==> src/rtl/rgba16_to_netpbm_binary_packer_top_defines.svh <==
// assertion macros for the netpbm packer
`ifndef RGBA16_TO_NETPBM_BINARY_PACKER_TOP_DEFINES_SVH
`define RGBA16_TO_NETPBM_BINARY_PACKER_TOP_DEFINES_SVH

// property checked on every rising clock edge outside reset
`define RNP_ASSERT(label, prop, msg) \
  label: assert property (@(posedge clk_i) disable iff (!rst_ni) (prop)) else $error(msg);

// condition that must never be seen outside reset
`define RNP_ASSERT_NEVER(label, cond, msg) \
  `RNP_ASSERT(label, !(cond), msg)

`endif

==> src/rtl/rnp_pkg.sv <==
`timescale 1ns / 1ps
`default_nettype none

package rnp_pkg;

  // output format selected by the mode register
  typedef enum logic [1:0] {
    MODE_MONO = 2'd0,
    MODE_GREY = 2'd1,
    MODE_RGB  = 2'd2,
    MODE_RGBA = 2'd3
  } mode_e;

  // configuration register indexes
  localparam logic [1:0] CFG_IDX_MODE  = 2'd0;
  localparam logic [1:0] CFG_IDX_DEPTH = 2'd1;
  localparam logic [1:0] CFG_IDX_WIDTH = 2'd2;

  localparam logic [4:0]  DEPTH_MAX     = 5'd16;
  localparam logic [4:0]  DEPTH_MIN     = 5'd1;
  localparam logic [4:0]  DEPTH_NARROW  = 5'd8;
  localparam logic [15:0] WIDTH_RESET   = 16'd1;
  localparam logic [7:0]  MONO_BYTE_SET = 8'hFF;

  // job queue between the front and back parts
  localparam int unsigned FIFO_DEPTH = 2;
  localparam int unsigned FIFO_PTR_W = (FIFO_DEPTH > 1) ? $clog2(FIFO_DEPTH) : 1;
  localparam int unsigned FIFO_CNT_W = $clog2(FIFO_DEPTH + 1);

  typedef struct packed {
    logic [15:0] red_sample;
    logic [15:0] green_sample;
    logic [15:0] blue_sample;
    logic [15:0] alpha_sample;
  } pixel_t;

  typedef struct packed {
    logic [7:0] out_byte;
    logic       last_of_pixel;
  } result_t;

  typedef struct packed {
    mode_e       output_mode;
    logic [4:0]  depth_bits;
    logic [15:0] row_width;
  } cfg_t;

  // one queued pixel: truncated channels, index of the last channel, two-byte flag
  typedef struct packed {
    logic [3:0][15:0] kept;
    logic [1:0]       last_chan;
    logic             wide;
  } job_t;

  typedef struct packed {
    logic full;
    logic empty;
  } fifo_stat_t;

endpackage

`default_nettype wire

==> src/rtl/rgba16_to_netpbm_binary_packer_top.sv <==
// a pixel's first byte is written into the queue, then into the output register
// throughput: one pixel per cycle in mono mode while the queue is not full, else
//   1, 2, 3, 4, 6 or 8 bytes a pixel go in turn via the single byte-wide register
// a two-word queue lets the pixel side run ahead of the byte side
// reset is asynchronous and active low: mode mono, depth 16, row width 1,
//   column zero, partial mono byte all ones, queue and output empty
`timescale 1ns / 1ps
`default_nettype none
`include "rgba16_to_netpbm_binary_packer_top_defines.svh"

module rgba16_to_netpbm_binary_packer_top import rnp_pkg::*; (
  input  wire logic        clk_i,
  input  wire logic        rst_ni,
  input  wire logic        in_valid_i,
  output logic             in_stall_o,
  input  wire pixel_t      in_pixel_i,
  output logic             out_valid_o,
  input  wire logic        out_stall_i,
  output result_t          out_result_o,
  input  wire logic        cfg_valid_i,
  output logic             cfg_ready_o,
  input  wire logic [1:0]  cfg_index_i,
  input  wire logic [15:0] cfg_data_i
);

  cfg_t       cfg_q, cfg_d;
  fifo_stat_t fifo_stat;
  job_t       push_job, head_job;
  logic       push, pop, accept;

  // configuration registers
  assign cfg_ready_o = 1'b1;

  always_comb begin
    cfg_d = cfg_q;
    if (cfg_valid_i && cfg_ready_o) begin
      unique case (cfg_index_i)
        CFG_IDX_MODE:  cfg_d.output_mode = mode_e'(cfg_data_i[1:0]);
        CFG_IDX_DEPTH: cfg_d.depth_bits  = cfg_data_i[4:0];
        CFG_IDX_WIDTH: cfg_d.row_width   = cfg_data_i;
        default:       cfg_d = cfg_q;
      endcase
    end
  end

  always_ff @(posedge clk_i or negedge rst_ni) begin
    if (!rst_ni) begin
      cfg_q.output_mode <= MODE_MONO;
      cfg_q.depth_bits  <= DEPTH_MAX;
      cfg_q.row_width   <= WIDTH_RESET;
    end else begin
      cfg_q <= cfg_d;
    end
  end

  // pixel side
  assign in_stall_o = fifo_stat.full;
  assign accept     = in_valid_i && !in_stall_o;

  rnp_front u_front (
    .clk_i    (clk_i),
    .rst_ni   (rst_ni),
    .accept_i (accept),
    .pixel_i  (in_pixel_i),
    .cfg_i    (cfg_q),
    .push_o   (push),
    .job_o    (push_job)
  );

  rnp_fifo u_fifo (
    .clk_i  (clk_i),
    .rst_ni (rst_ni),
    .push_i (push),
    .job_i  (push_job),
    .pop_i  (pop),
    .job_o  (head_job),
    .stat_o (fifo_stat)
  );

  // byte side
  rnp_back u_back (
    .clk_i       (clk_i),
    .rst_ni      (rst_ni),
    .job_i       (head_job),
    .stat_i      (fifo_stat),
    .pop_o       (pop),
    .out_valid_o (out_valid_o),
    .out_stall_i (out_stall_i),
    .out_o       (out_result_o)
  );

  // checks
  `RNP_ASSERT_NEVER(a_no_overflow, push && fifo_stat.full && !pop, "queue written while full")
  `RNP_ASSERT_NEVER(a_no_underflow, pop && fifo_stat.empty, "queue read while empty")
  `RNP_ASSERT(a_colour_pushes, (accept && cfg_q.output_mode != MODE_MONO) |-> push, "colour pixel not queued")
  `RNP_ASSERT(a_push_fills, (push && !pop) |=> !fifo_stat.empty, "queued word lost")

endmodule

`default_nettype wire

==> src/rtl/rnp_front.sv <==
`timescale 1ns / 1ps
`default_nettype none

module rnp_front import rnp_pkg::*; (
  input  wire logic   clk_i,
  input  wire logic   rst_ni,
  input  wire logic   accept_i,
  input  wire pixel_t pixel_i,
  input  wire cfg_t   cfg_i,
  output logic        push_o,
  output job_t        job_o
);

  logic [15:0] col_q, col_d;
  logic [7:0]  pack_q, pack_d;

  logic [15:0] width_eff;
  logic        row_end;
  logic [7:0]  pack_base;
  logic [7:0]  pack_next;
  logic        mono_emit;
  logic [4:0]  depth_eff;
  logic [3:0]  shamt;
  logic        is_mono;

  assign is_mono = (cfg_i.output_mode == MODE_MONO);

  // mono bit packing
  assign width_eff = (cfg_i.row_width == '0) ? WIDTH_RESET : cfg_i.row_width;
  assign row_end   = ({1'b0, col_q} + 17'd1) >= {1'b0, width_eff};
  assign pack_base = (col_q[2:0] == 3'd0) ? MONO_BYTE_SET : pack_q;
  assign pack_next = pixel_i.red_sample[15] ? (pack_base & ~(8'h80 >> col_q[2:0]))
                                             : pack_base;
  assign mono_emit = (col_q[2:0] == 3'd7) || row_end;

  // depth clamp and truncating shift
  always_comb begin
    depth_eff = cfg_i.depth_bits;
    if (cfg_i.depth_bits < DEPTH_MIN) begin
      depth_eff = DEPTH_MIN;
    end else if (cfg_i.depth_bits > DEPTH_MAX) begin
      depth_eff = DEPTH_MAX;
    end
  end
  assign shamt = 4'(DEPTH_MAX - depth_eff);

  // build the queued word
  always_comb begin
    job_o = '0;
    if (is_mono) begin
      job_o.kept[0][7:0] = pack_next;
    end else begin
      job_o.kept[0] = pixel_i.red_sample >> shamt;
      job_o.kept[1] = pixel_i.green_sample >> shamt;
      job_o.kept[2] = pixel_i.blue_sample >> shamt;
      job_o.kept[3] = pixel_i.alpha_sample >> shamt;
      job_o.wide    = depth_eff > DEPTH_NARROW;
      unique case (cfg_i.output_mode)
        MODE_GREY: job_o.last_chan = 2'd0;
        MODE_RGB:  job_o.last_chan = 2'd2;
        MODE_RGBA: job_o.last_chan = 2'd3;
        default:   job_o.last_chan = 2'd0;
      endcase
    end
  end

  assign push_o = accept_i && (!is_mono || mono_emit);

  // column and partial byte update
  always_comb begin
    col_d  = col_q;
    pack_d = pack_q;
    if (accept_i && is_mono) begin
      col_d  = row_end ? '0 : col_q + 16'd1;
      pack_d = mono_emit ? MONO_BYTE_SET : pack_next;
    end
  end

  always_ff @(posedge clk_i or negedge rst_ni) begin
    if (!rst_ni) begin
      col_q  <= '0;
      pack_q <= MONO_BYTE_SET;
    end else begin
      col_q  <= col_d;
      pack_q <= pack_d;
    end
  end

endmodule

`default_nettype wire

==> src/rtl/rnp_fifo.sv <==
`timescale 1ns / 1ps
`default_nettype none

module rnp_fifo import rnp_pkg::*; (
  input  wire logic clk_i,
  input  wire logic rst_ni,
  input  wire logic push_i,
  input  wire job_t job_i,
  input  wire logic pop_i,
  output job_t       job_o,
  output fifo_stat_t stat_o
);

  job_t                  mem_q [FIFO_DEPTH];
  logic [FIFO_PTR_W-1:0] wr_q, wr_d, rd_q, rd_d;
  logic [FIFO_CNT_W-1:0] cnt_q, cnt_d;

  assign stat_o.full  = (cnt_q == FIFO_CNT_W'(FIFO_DEPTH));
  assign stat_o.empty = (cnt_q == '0);
  assign job_o        = mem_q[rd_q];

  // pointer and fill count
  always_comb begin
    wr_d  = wr_q;
    rd_d  = rd_q;
    cnt_d = cnt_q;
    if (push_i) begin
      wr_d = (wr_q == FIFO_PTR_W'(FIFO_DEPTH - 1)) ? '0 : wr_q + 1'b1;
    end
    if (pop_i) begin
      rd_d = (rd_q == FIFO_PTR_W'(FIFO_DEPTH - 1)) ? '0 : rd_q + 1'b1;
    end
    if (push_i && !pop_i) begin
      cnt_d = cnt_q + 1'b1;
    end else if (pop_i && !push_i) begin
      cnt_d = cnt_q - 1'b1;
    end
  end

  always_ff @(posedge clk_i or negedge rst_ni) begin
    if (!rst_ni) begin
      wr_q  <= '0;
      rd_q  <= '0;
      cnt_q <= '0;
    end else begin
      wr_q  <= wr_d;
      rd_q  <= rd_d;
      cnt_q <= cnt_d;
    end
  end

  // storage
  always_ff @(posedge clk_i) begin
    if (push_i) begin
      mem_q[wr_q] <= job_i;
    end
  end

endmodule

`default_nettype wire

==> src/rtl/rnp_back.sv <==
`timescale 1ns / 1ps
`default_nettype none

module rnp_back import rnp_pkg::*; (
  input  wire logic       clk_i,
  input  wire logic       rst_ni,
  input  wire job_t       job_i,
  input  wire fifo_stat_t stat_i,
  output logic            pop_o,
  output logic            out_valid_o,
  input  wire logic       out_stall_i,
  output result_t         out_o
);

  logic [2:0]  idx_q, idx_d;
  logic        valid_q, valid_d;
  result_t     res_q, res_d;

  logic        load;
  logic        have_job;
  logic [1:0]  chan;
  logic        hi;
  logic [15:0] sample;
  logic [2:0]  last_idx;
  logic        is_last;

  // byte selection within the current word
  assign chan     = job_i.wide ? idx_q[2:1] : idx_q[1:0];
  assign hi       = job_i.wide && !idx_q[0];
  assign sample   = job_i.kept[chan];
  assign last_idx = job_i.wide ? {job_i.last_chan, 1'b1} : {1'b0, job_i.last_chan};
  assign is_last  = (idx_q == last_idx);

  assign have_job = !stat_i.empty;
  assign load     = !valid_q || !out_stall_i;
  assign pop_o    = have_job && load && is_last;

  // output register and byte counter
  always_comb begin
    idx_d   = idx_q;
    valid_d = valid_q;
    res_d   = res_q;
    if (load) begin
      valid_d = have_job;
      if (have_job) begin
        res_d.out_byte      = hi ? sample[15:8] : sample[7:0];
        res_d.last_of_pixel = is_last;
        idx_d               = is_last ? '0 : idx_q + 3'd1;
      end
    end
  end

  always_ff @(posedge clk_i or negedge rst_ni) begin
    if (!rst_ni) begin
      idx_q   <= '0;
      valid_q <= 1'b0;
    end else begin
      idx_q   <= idx_d;
      valid_q <= valid_d;
    end
  end

  always_ff @(posedge clk_i) begin
    res_q <= res_d;
  end

  assign out_valid_o = valid_q;
  assign out_o       = res_q;

endmodule

`default_nettype wire
==> config.mk <==
export PLATFORM = sky130hd
export DESIGN_NAME = rgba16_to_netpbm_binary_packer_top
export DESIGN_NICKNAME = d
export VERILOG_FILES = /design/src/rtl/rnp_pkg.sv /design/src/rtl/rgba16_to_netpbm_binary_packer_top.sv /design/src/rtl/rnp_front.sv /design/src/rtl/rnp_fifo.sv /design/src/rtl/rnp_back.sv
export VERILOG_INCLUDE_DIRS = /design/src /design/src/rtl
export SDC_FILE = /design/constraint.sdc
export NUM_CORES = 1
export LEC_CHECK = 0
export BUFFER_PORTS_ARGS = -buffer_cell sky130_fd_sc_hd__buf_2
export CAP_MARGIN = 0
export CORE_AREA = 2 2 154 156
export DETAILED_ROUTE_END_ITERATION = 10
export DIE_AREA = 0 0 156 158
export PLACE_DENSITY_LB_ADDON = 0.12
export SLEW_MARGIN = 40
export SYNTH_ARGS = -nofsm -noshare
export SYNTH_HDL_FRONTEND = slang
export SYNTH_SLANG_ARGS = --single-unit
==> constraint.sdc <==
create_clock -name clk_i -period 5.7 [get_ports clk_i]
set_clock_uncertainty 0.05 [all_clocks]
set_input_delay 0 -clock clk_i [delete_from_list [all_inputs] [get_ports clk_i]]
set_output_delay 0 -clock clk_i [all_outputs]
set_load 0.03 [all_outputs]
# == Yosys cells after proc, flatten, opt, wreduce, memory -nomap -nowiden ==
# Memories as Yosys holds them, arrays and structs flattened.
# Cells that the tools add are included.
# totals
in_bits,87
memories,1
ff_bits,64
elab_cells,93
mem_bits_rw,134
# memory_table
name,words,word_bits,rd,rd_ports_with_merged_regs,wr,line,rtl
u_fifo.mem_q,2,67,1,0,1,rnp_fifo.sv:14,job_t mem_q [FIFO_DEPTH];
# op_classes
n_lt_le_gt_ge,5
eq_ne,7
n_addsub,8
bitwise_logic,3
muxes,23
reduce_logical,29
shift,5
# ops
op,n
>> shifter 16 x 4 -> 16 bit,4
two-way mux 56 bit,1
two-way mux 16 bit,3
two-way mux 8 bit,5
binary-select mux 16 bit (select 2 bit),1
"adder 16 x 1 -> 17 bit, second input constant",1
greater-or-equal comparator 17 x 16 -> 1 bit,1
"adder 16 x 1 -> 16 bit, second input constant",1
logical NOT 16 bit,1
two-way mux 5 bit,2
two-way mux 3 bit,3
bitwise AND 8 bit,1
"== test 2 bit, second input constant",4
logical AND 1 bit,8
logical NOT 1 bit,8
NOT 8 bit,1
AND reduction 2 bit,4
">> shifter 8 x 3 -> 8 bit, first input constant",1
logical NOT 2 bit,3
two-way mux 2 bit,3
"greater-than comparator 5 x 4 -> 1 bit, second input constant",1
"greater-than comparator 5 bit, second input constant",1
"< comparator 5 x 1 -> 1 bit, second input constant",1
two-way mux 1 bit,4
14 further kinds,17

# == Longest topological paths before layout ==
# depth
ltp_word,10
mapped_depth,18

# == Hierarchy ==
# From an unflattened synthesis, not the netlist that was laid out.
# unflattened
hier_cells,1010
hier_area_um2,11892.7
# by_module_without_submodules
module,n_inst,seq_area_each_um2,cells_per_inst,area_per_inst_um2
rnp_fifo,1,4124.0,225,5112.4
rnp_front,1,610.6,580,4401.7
rnp_back,1,370.4,152,1440.1
rgba16_to_netpbm_binary_packer_top,1,578.1,53,938.4

# == Least setup slack after synthesis ==
# No wires, ideal clock.
# synth_timing
path_kind,register -> register
startpoint,reg u_front.col_q[0]
endpoint,mem u_fifo.mem_q[0][0] (netlist bit) (enable)
path_stages_with_launch,12
arrival_time_ps,4129
t_required_ps,5217
setup_ps,433
slack_ps,1088
path_cell_list,dfrtp_1 > ha_1 > nand3_1 > nor3_2 > nand2_1 > xnor2_1 > ha_1 > nand3_1 > a2111oi_0 > nor3_1 > nand3_2 > o311a_1
# synth_between
elab_chain_len,7
# synth_rtl
element,line,rtl
start: declaration,rnp_front.sv:14,"logic [15:0] col_q, col_d;"
start signal: assignment,rnp_front.sv:84,col_q <= col_d;
adder 16 x 1 -> 17 bit,rnp_front.sv:30,"assign row_end = ({1'b0, col_q} + 17'd1) >= {1'b0, width_eff};"
greater-or-equal comparator 17 x 16 -> 1 bit,rnp_front.sv:30,
logical OR 1 bit (*),rnp_front.sv:34,assign mono_emit = (col_q[2:0] == 3'd7) || row_end;
logical OR 1 bit (*),rnp_front.sv:67,assign push_o = accept_i && (!is_mono || mono_emit);
logical AND 1 bit (*),rnp_front.sv:67,
two-way mux 1 bit (*),rnp_fifo.sv:54,if (push_i) begin
two-way mux 1 bit (implied by the code) (*),rnp_fifo.sv:55,mem_q[wr_q] <= job_i;
end: declaration,rnp_fifo.sv:14,
# Mark *: on every way between the ends. The rest lies on a longest branch, timed or not.

# == Worst setup path after layout ==
# layout_timing
startpoint,reg u_front.col_q[0]
endpoint,reg u_fifo.cnt_q[1]
# layout_between
elab_chain_len,8
# layout_rtl
element,line,rtl
adder 16 x 1 -> 17 bit,rnp_front.sv:30,
greater-or-equal comparator 17 x 16 -> 1 bit,rnp_front.sv:30,
logical OR 1 bit (*),rnp_front.sv:34,
logical OR 1 bit (*),rnp_front.sv:67,
logical AND 1 bit (*),rnp_front.sv:67,
named net push,rgba16_to_netpbm_binary_packer_top.sv:29,"logic push, pop, accept;"
logical NOT 1 bit,rnp_fifo.sv:35,end else if (pop_i && !push_i) begin
logical AND 1 bit,rnp_fifo.sv:35,
nonzero test 2 bit (no source line),--,
end signal: assignment,rnp_fifo.sv:48,cnt_q <= cnt_d;
end: declaration,rnp_fifo.sv:16,"logic [FIFO_CNT_W-1:0] cnt_q, cnt_d;"
# Mark *: on every way through the listed nets, which the timed path passes. The rest lies on a longest branch.
# A chain may end at the register's enable or synchronous reset.

==> impl_metrics.toml <==
[outcome]
run_status = "completed"

[synth]
number_of_synthesized_register_bits = 198
syn_area_um2 = 11400
synth.avg_cell_area_um2 = 11.0
count_of_flip_flops_with_a_built_in_enable_after_synthesis = 143
synth.distinct_cells = 69
synth_cells = 1035
ys_warn_count = 0
synth_sequential_area_ratio_pct = 50.0
synth.net_count = 1147
synth-main-ff-cell = "sky130_fd_sc_hd__edfxtp_1"
synth_async_sr_flop_share_pct = 27.8

[finish]
layout_commonest_cell = "sky130_fd_sc_hd__nand2_1"
design.final.nets = 1234
antennaDiodeCount = 0
final_cells = 1425
area_growth_syn_to_layout_pct = 13.3
layout_common_cells = "sky130_fd_sc_hd__nand2_1 (176), sky130_fd_sc_hd__edfxtp_1 (143), sky130_fd_sc_hd__buf_2 (97)"
fraction_of_final_layout_cells_sized_beyond_drive_strength_1_pct = 19.6

[clock_tree]
cts_root_buffer = "sky130_fd_sc_hd__clkbuf_16"
number_of_buffers_between_clock_root_and_the_deepest_sink = 2
cts.htree.levels = 4
tritoncts_num_sinks = 198
total_cts_buffers = 17
tritoncts = "built"
clkLatencyLatePin_ns = 0.44
clock_edge_transition_at_the_registers_on_the_reported_setup_and_hold_paths_ns = 0.07

[global_route]
grt.overflow.total = 0
global_route.usage.total_pct = 23.1
grt_pass1_vias = 7794
grt_start_max_net_pins = 72
grt_pass1_wl_mm = 43.5
antenna_found_initial = 0

[sta]
maxSlewViolCount = 0
min_period_ns = 4.41
final-hold-violation-count = 0
timing.fmax_ghz = 0.227
worst_slew_pin_slew_ns = 0.837
rsz0062_at_grt = "no"
slew-limit-headroom_pct = 43.9
layout_worst_path_cycle_share_pct = 77.4
totalNegativeSetupSlack_ns = 0
final_setup_violation_count = 0

[power_and_ir_drop]
worst_ir_drop_vdd_mv = 0.240
power_dens_cells_nw_per_um2 = 500
comb_power_share_pct = 44.6
power.share.clock_pct = 18.3
power.switching_mw = 2.58
power_mw = 6.43
sequential_cell_fraction_of_total_power_pct = 37.1
netSwitchingFraction_pct = 40.1
total_leakage_power_nw = 5.15
internal_portion_of_total_power_mw = 3.85

[routing]
detailroute.via_count = 8428
detail_route.vias_per_cell = 5.91
drcViolationCount = 0
avgRoutedWirePerCell_um = 19.5
initialDrtViolationCount = 803
firstDrtPassIters = 5
routed_wirelength_mm = 27.7
final_antenna_net_count = 0

[floorplanning]
die_area_um2 = 24600
chipHeight_um = 158
placementRows = 56
initial_core_util_pct = 49.3
fp.coreArea_um2 = 23100
fp.dieW_um = 156
ios = 99

[placement]
io_buffers = 97
post-dp-hpwl_mm = 19.6
placed_cells_incl_taps = 1370
routabilityCongestion = 0.814

[hold_path]
min-delay-path-class = "in -> reg"
holdPathStages = 3

[critical_path]
cp_max_fo = 23
reg2regPathDepth = 16
critPathLaunchType = "register"
worstSetupPathType = "reg -> reg"
worst-endpoint-arrival_ns = 4.71
worst_ep_required_time_ns = 6.00
end_kind = "register"

[flow_run]
cap_viol_max_count = 0
registers in the layout, summed over array words and instances, names as in the netlist:
| register | flops |
|---|---|
| u_fifo.cnt_q | 2 |
| u_front.pack_q | 8 |
| u_fifo.wr_q | 1 |
| u_back.idx_q | 3 |
| cfg_q | 23 |
| u_fifo.rd_q | 1 |
| u_front.col_q | 16 |
| u_fifo.mem_q | 134 |
| u_back.out_valid_o | 1 |
| u_back.out_o | 9 |
metal layers:
metal  GRT usage (%)  part of all wire (%)
met1            37.2                    50
met2            32.3                    42
met3            3.94                   6.5
met4            5.20                  0.94
met5               0                     0
stage by stage:
step,hold slack [ns],cell area (um2),utilization [%],worst slack (ns)
floorplan,-0.346,11400,-,1.09
global placement,0.136,12000,52.1,1.45
detailed placement,0.144,12100,52.3,1.32
CTS,0.00804,12900,55.8,1.26
global route,0.0200,12900,55.8,0.973
finish,0.0237,12900,55.8,1.29
Yosys cell counts (3+ instances only):
master	number	area, um2
sky130_fd_sc_hd__buf_4	13	97.6
sky130_fd_sc_hd__nand3b_1	4	30.0
sky130_fd_sc_hd__nand3_1	33	165
sky130_fd_sc_hd__nor2b_1	19	119
sky130_fd_sc_hd__inv_1	35	131
sky130_fd_sc_hd__a21oi_1	31	155
sky130_fd_sc_hd__nor2_1	36	135
sky130_fd_sc_hd__dfrtp_1	45	1130
sky130_fd_sc_hd__nand2_1	176	661
sky130_fd_sc_hd__o22ai_1	11	68.8
sky130_fd_sc_hd__nor3_1	33	165
sky130_fd_sc_hd__mux4_2	14	315
sky130_fd_sc_hd__a22oi_1	24	180
sky130_fd_sc_hd__a21o_1	3	22.5
sky130_fd_sc_hd__a211oi_1	17	128
sky130_fd_sc_hd__and2_1	9	56.3
sky130_fd_sc_hd__o211ai_1	8	60.1
sky130_fd_sc_hd__o21ai_0	25	125
sky130_fd_sc_hd__and3_1	9	56.3
sky130_fd_sc_hd__nand2b_1	10	62.6
sky130_fd_sc_hd__a32oi_1	13	114
sky130_fd_sc_hd__nand4_1	13	81.3
sky130_fd_sc_hd__or3_1	3	18.8
sky130_fd_sc_hd__buf_2	20	100
sky130_fd_sc_hd__buf_6	6	67.6
sky130_fd_sc_hd__o32a_1	4	40.0
sky130_fd_sc_hd__clkbuf_1	27	101
sky130_fd_sc_hd__mux4_1	4	105
sky130_fd_sc_hd__mux2i_1	84	841
sky130_fd_sc_hd__ha_1	25	313
sky130_fd_sc_hd__nor4_1	5	31.3
sky130_fd_sc_hd__a211o_1	8	70.1
sky130_fd_sc_hd__xnor2_1	15	131
sky130_fd_sc_hd__a32o_1	4	40.0
sky130_fd_sc_hd__o22a_1	5	43.8
sky130_fd_sc_hd__a31oi_1	20	125
sky130_fd_sc_hd__mux2_2	24	270
sky130_fd_sc_hd__dfstp_2	10	263
sky130_fd_sc_hd__edfxtp_1	143	4290
sky130_fd_sc_hd__o21ai_1	6	30.0
sky130_fd_sc_hd__mux2i_2	5	68.8
power by group through the flow:
stage	Clock, mW	Sequential (mW)	Combinational (mW)
4_1_cts	1.20	2.38	2.86
3_3_place_gp	0	2.40	2.80
2_1_floorplan	0	2.42	2.03
3_5_place_dp	0	2.41	2.83
6_report	1.18	2.39	2.87
5_1_grt	1.26	2.43	3.13
logic make-up after synthesis:
logic type | count (synthesis) | share of synthesized area, %
AO/OA/AOI/OAI | 196 | 11.9
XOR/XNOR | 19 | 1.60
adder cells (fa/ha/maj) | 25 | 2.75
buffers and inverters | 103 | 4.45
flip-flops | 198 | 50.0
multiplexers | 133 | 14.4
other | 1 | 0.0330
AND/OR/NAND/NOR | 360 | 14.8
what timing repair did:
item	4_1_cts	5_1_grt
hold buffers	23	0
gates resized for setup	0	0
buffers inserted	0	0
hold endpoints to repair	85	0
path summary, 6_finish.rpt:
check / start / to / slack (ns)
hold / removal: cfg_valid_i / cfg_q[22]$_DFFE_PN0P_ / 0.02
max in group asynchronous: rst_ni / u_fifo.rd_q$_DFFE_PN0P_ / 4.89
setup / recovery: u_front.col_q[0]$_DFFE_PN0P_ / u_fifo.cnt_q[1]$_DFFE_PN0P_ / 1.29
hold reg to reg: u_back.out_valid_o$_DFFE_PN0N_ / u_back.out_valid_o$_DFFE_PN0N_ / 0.44
min in group asynchronous: rst_ni / cfg_q[11]$_DFFE_PN0P_ / 0.20
setup reg to reg: u_front.col_q[0]$_DFFE_PN0P_ / u_fifo.cnt_q[1]$_DFFE_PN0P_ / 1.29
critical path: stages, from the launching register on:
cell	delay (ns)
sky130_fd_sc_hd__dfrtp_1	0.47
sky130_fd_sc_hd__ha_1	0.25
sky130_fd_sc_hd__nand3_1	0.17
sky130_fd_sc_hd__nor3_2	0.48
sky130_fd_sc_hd__nand3_1	0.23
sky130_fd_sc_hd__xnor2_1	0.18
sky130_fd_sc_hd__ha_1	0.31
sky130_fd_sc_hd__a21oi_1	0.15
sky130_fd_sc_hd__o211ai_1	0.12
sky130_fd_sc_hd__nor3_1	0.18
sky130_fd_sc_hd__buf_4	0.21
sky130_fd_sc_hd__nand3_2	0.44
sky130_fd_sc_hd__o31a_1	0.47
sky130_fd_sc_hd__ha_1	0.21
sky130_fd_sc_hd__xor2_1	0.14
sky130_fd_sc_hd__nor2_1	0.11
sky130_fd_sc_hd__xor2_1	0.15
area by class of cell:
| class | count | area, um2 |
|---|---|---|
| Clock buffer | 18 | 429 |
| Clock inverter | 14 | 150 |
| Fill cell | 2007 | 10200 |
| Inverter | 35 | 131 |
| Multi-Input combinational cell | 734 | 5240 |
| Sequential cell | 198 | 5680 |
| Tap cell | 290 | 363 |
| Timing Repair Buffer | 136 | 877 |
(Power assumes the default switching activity.)
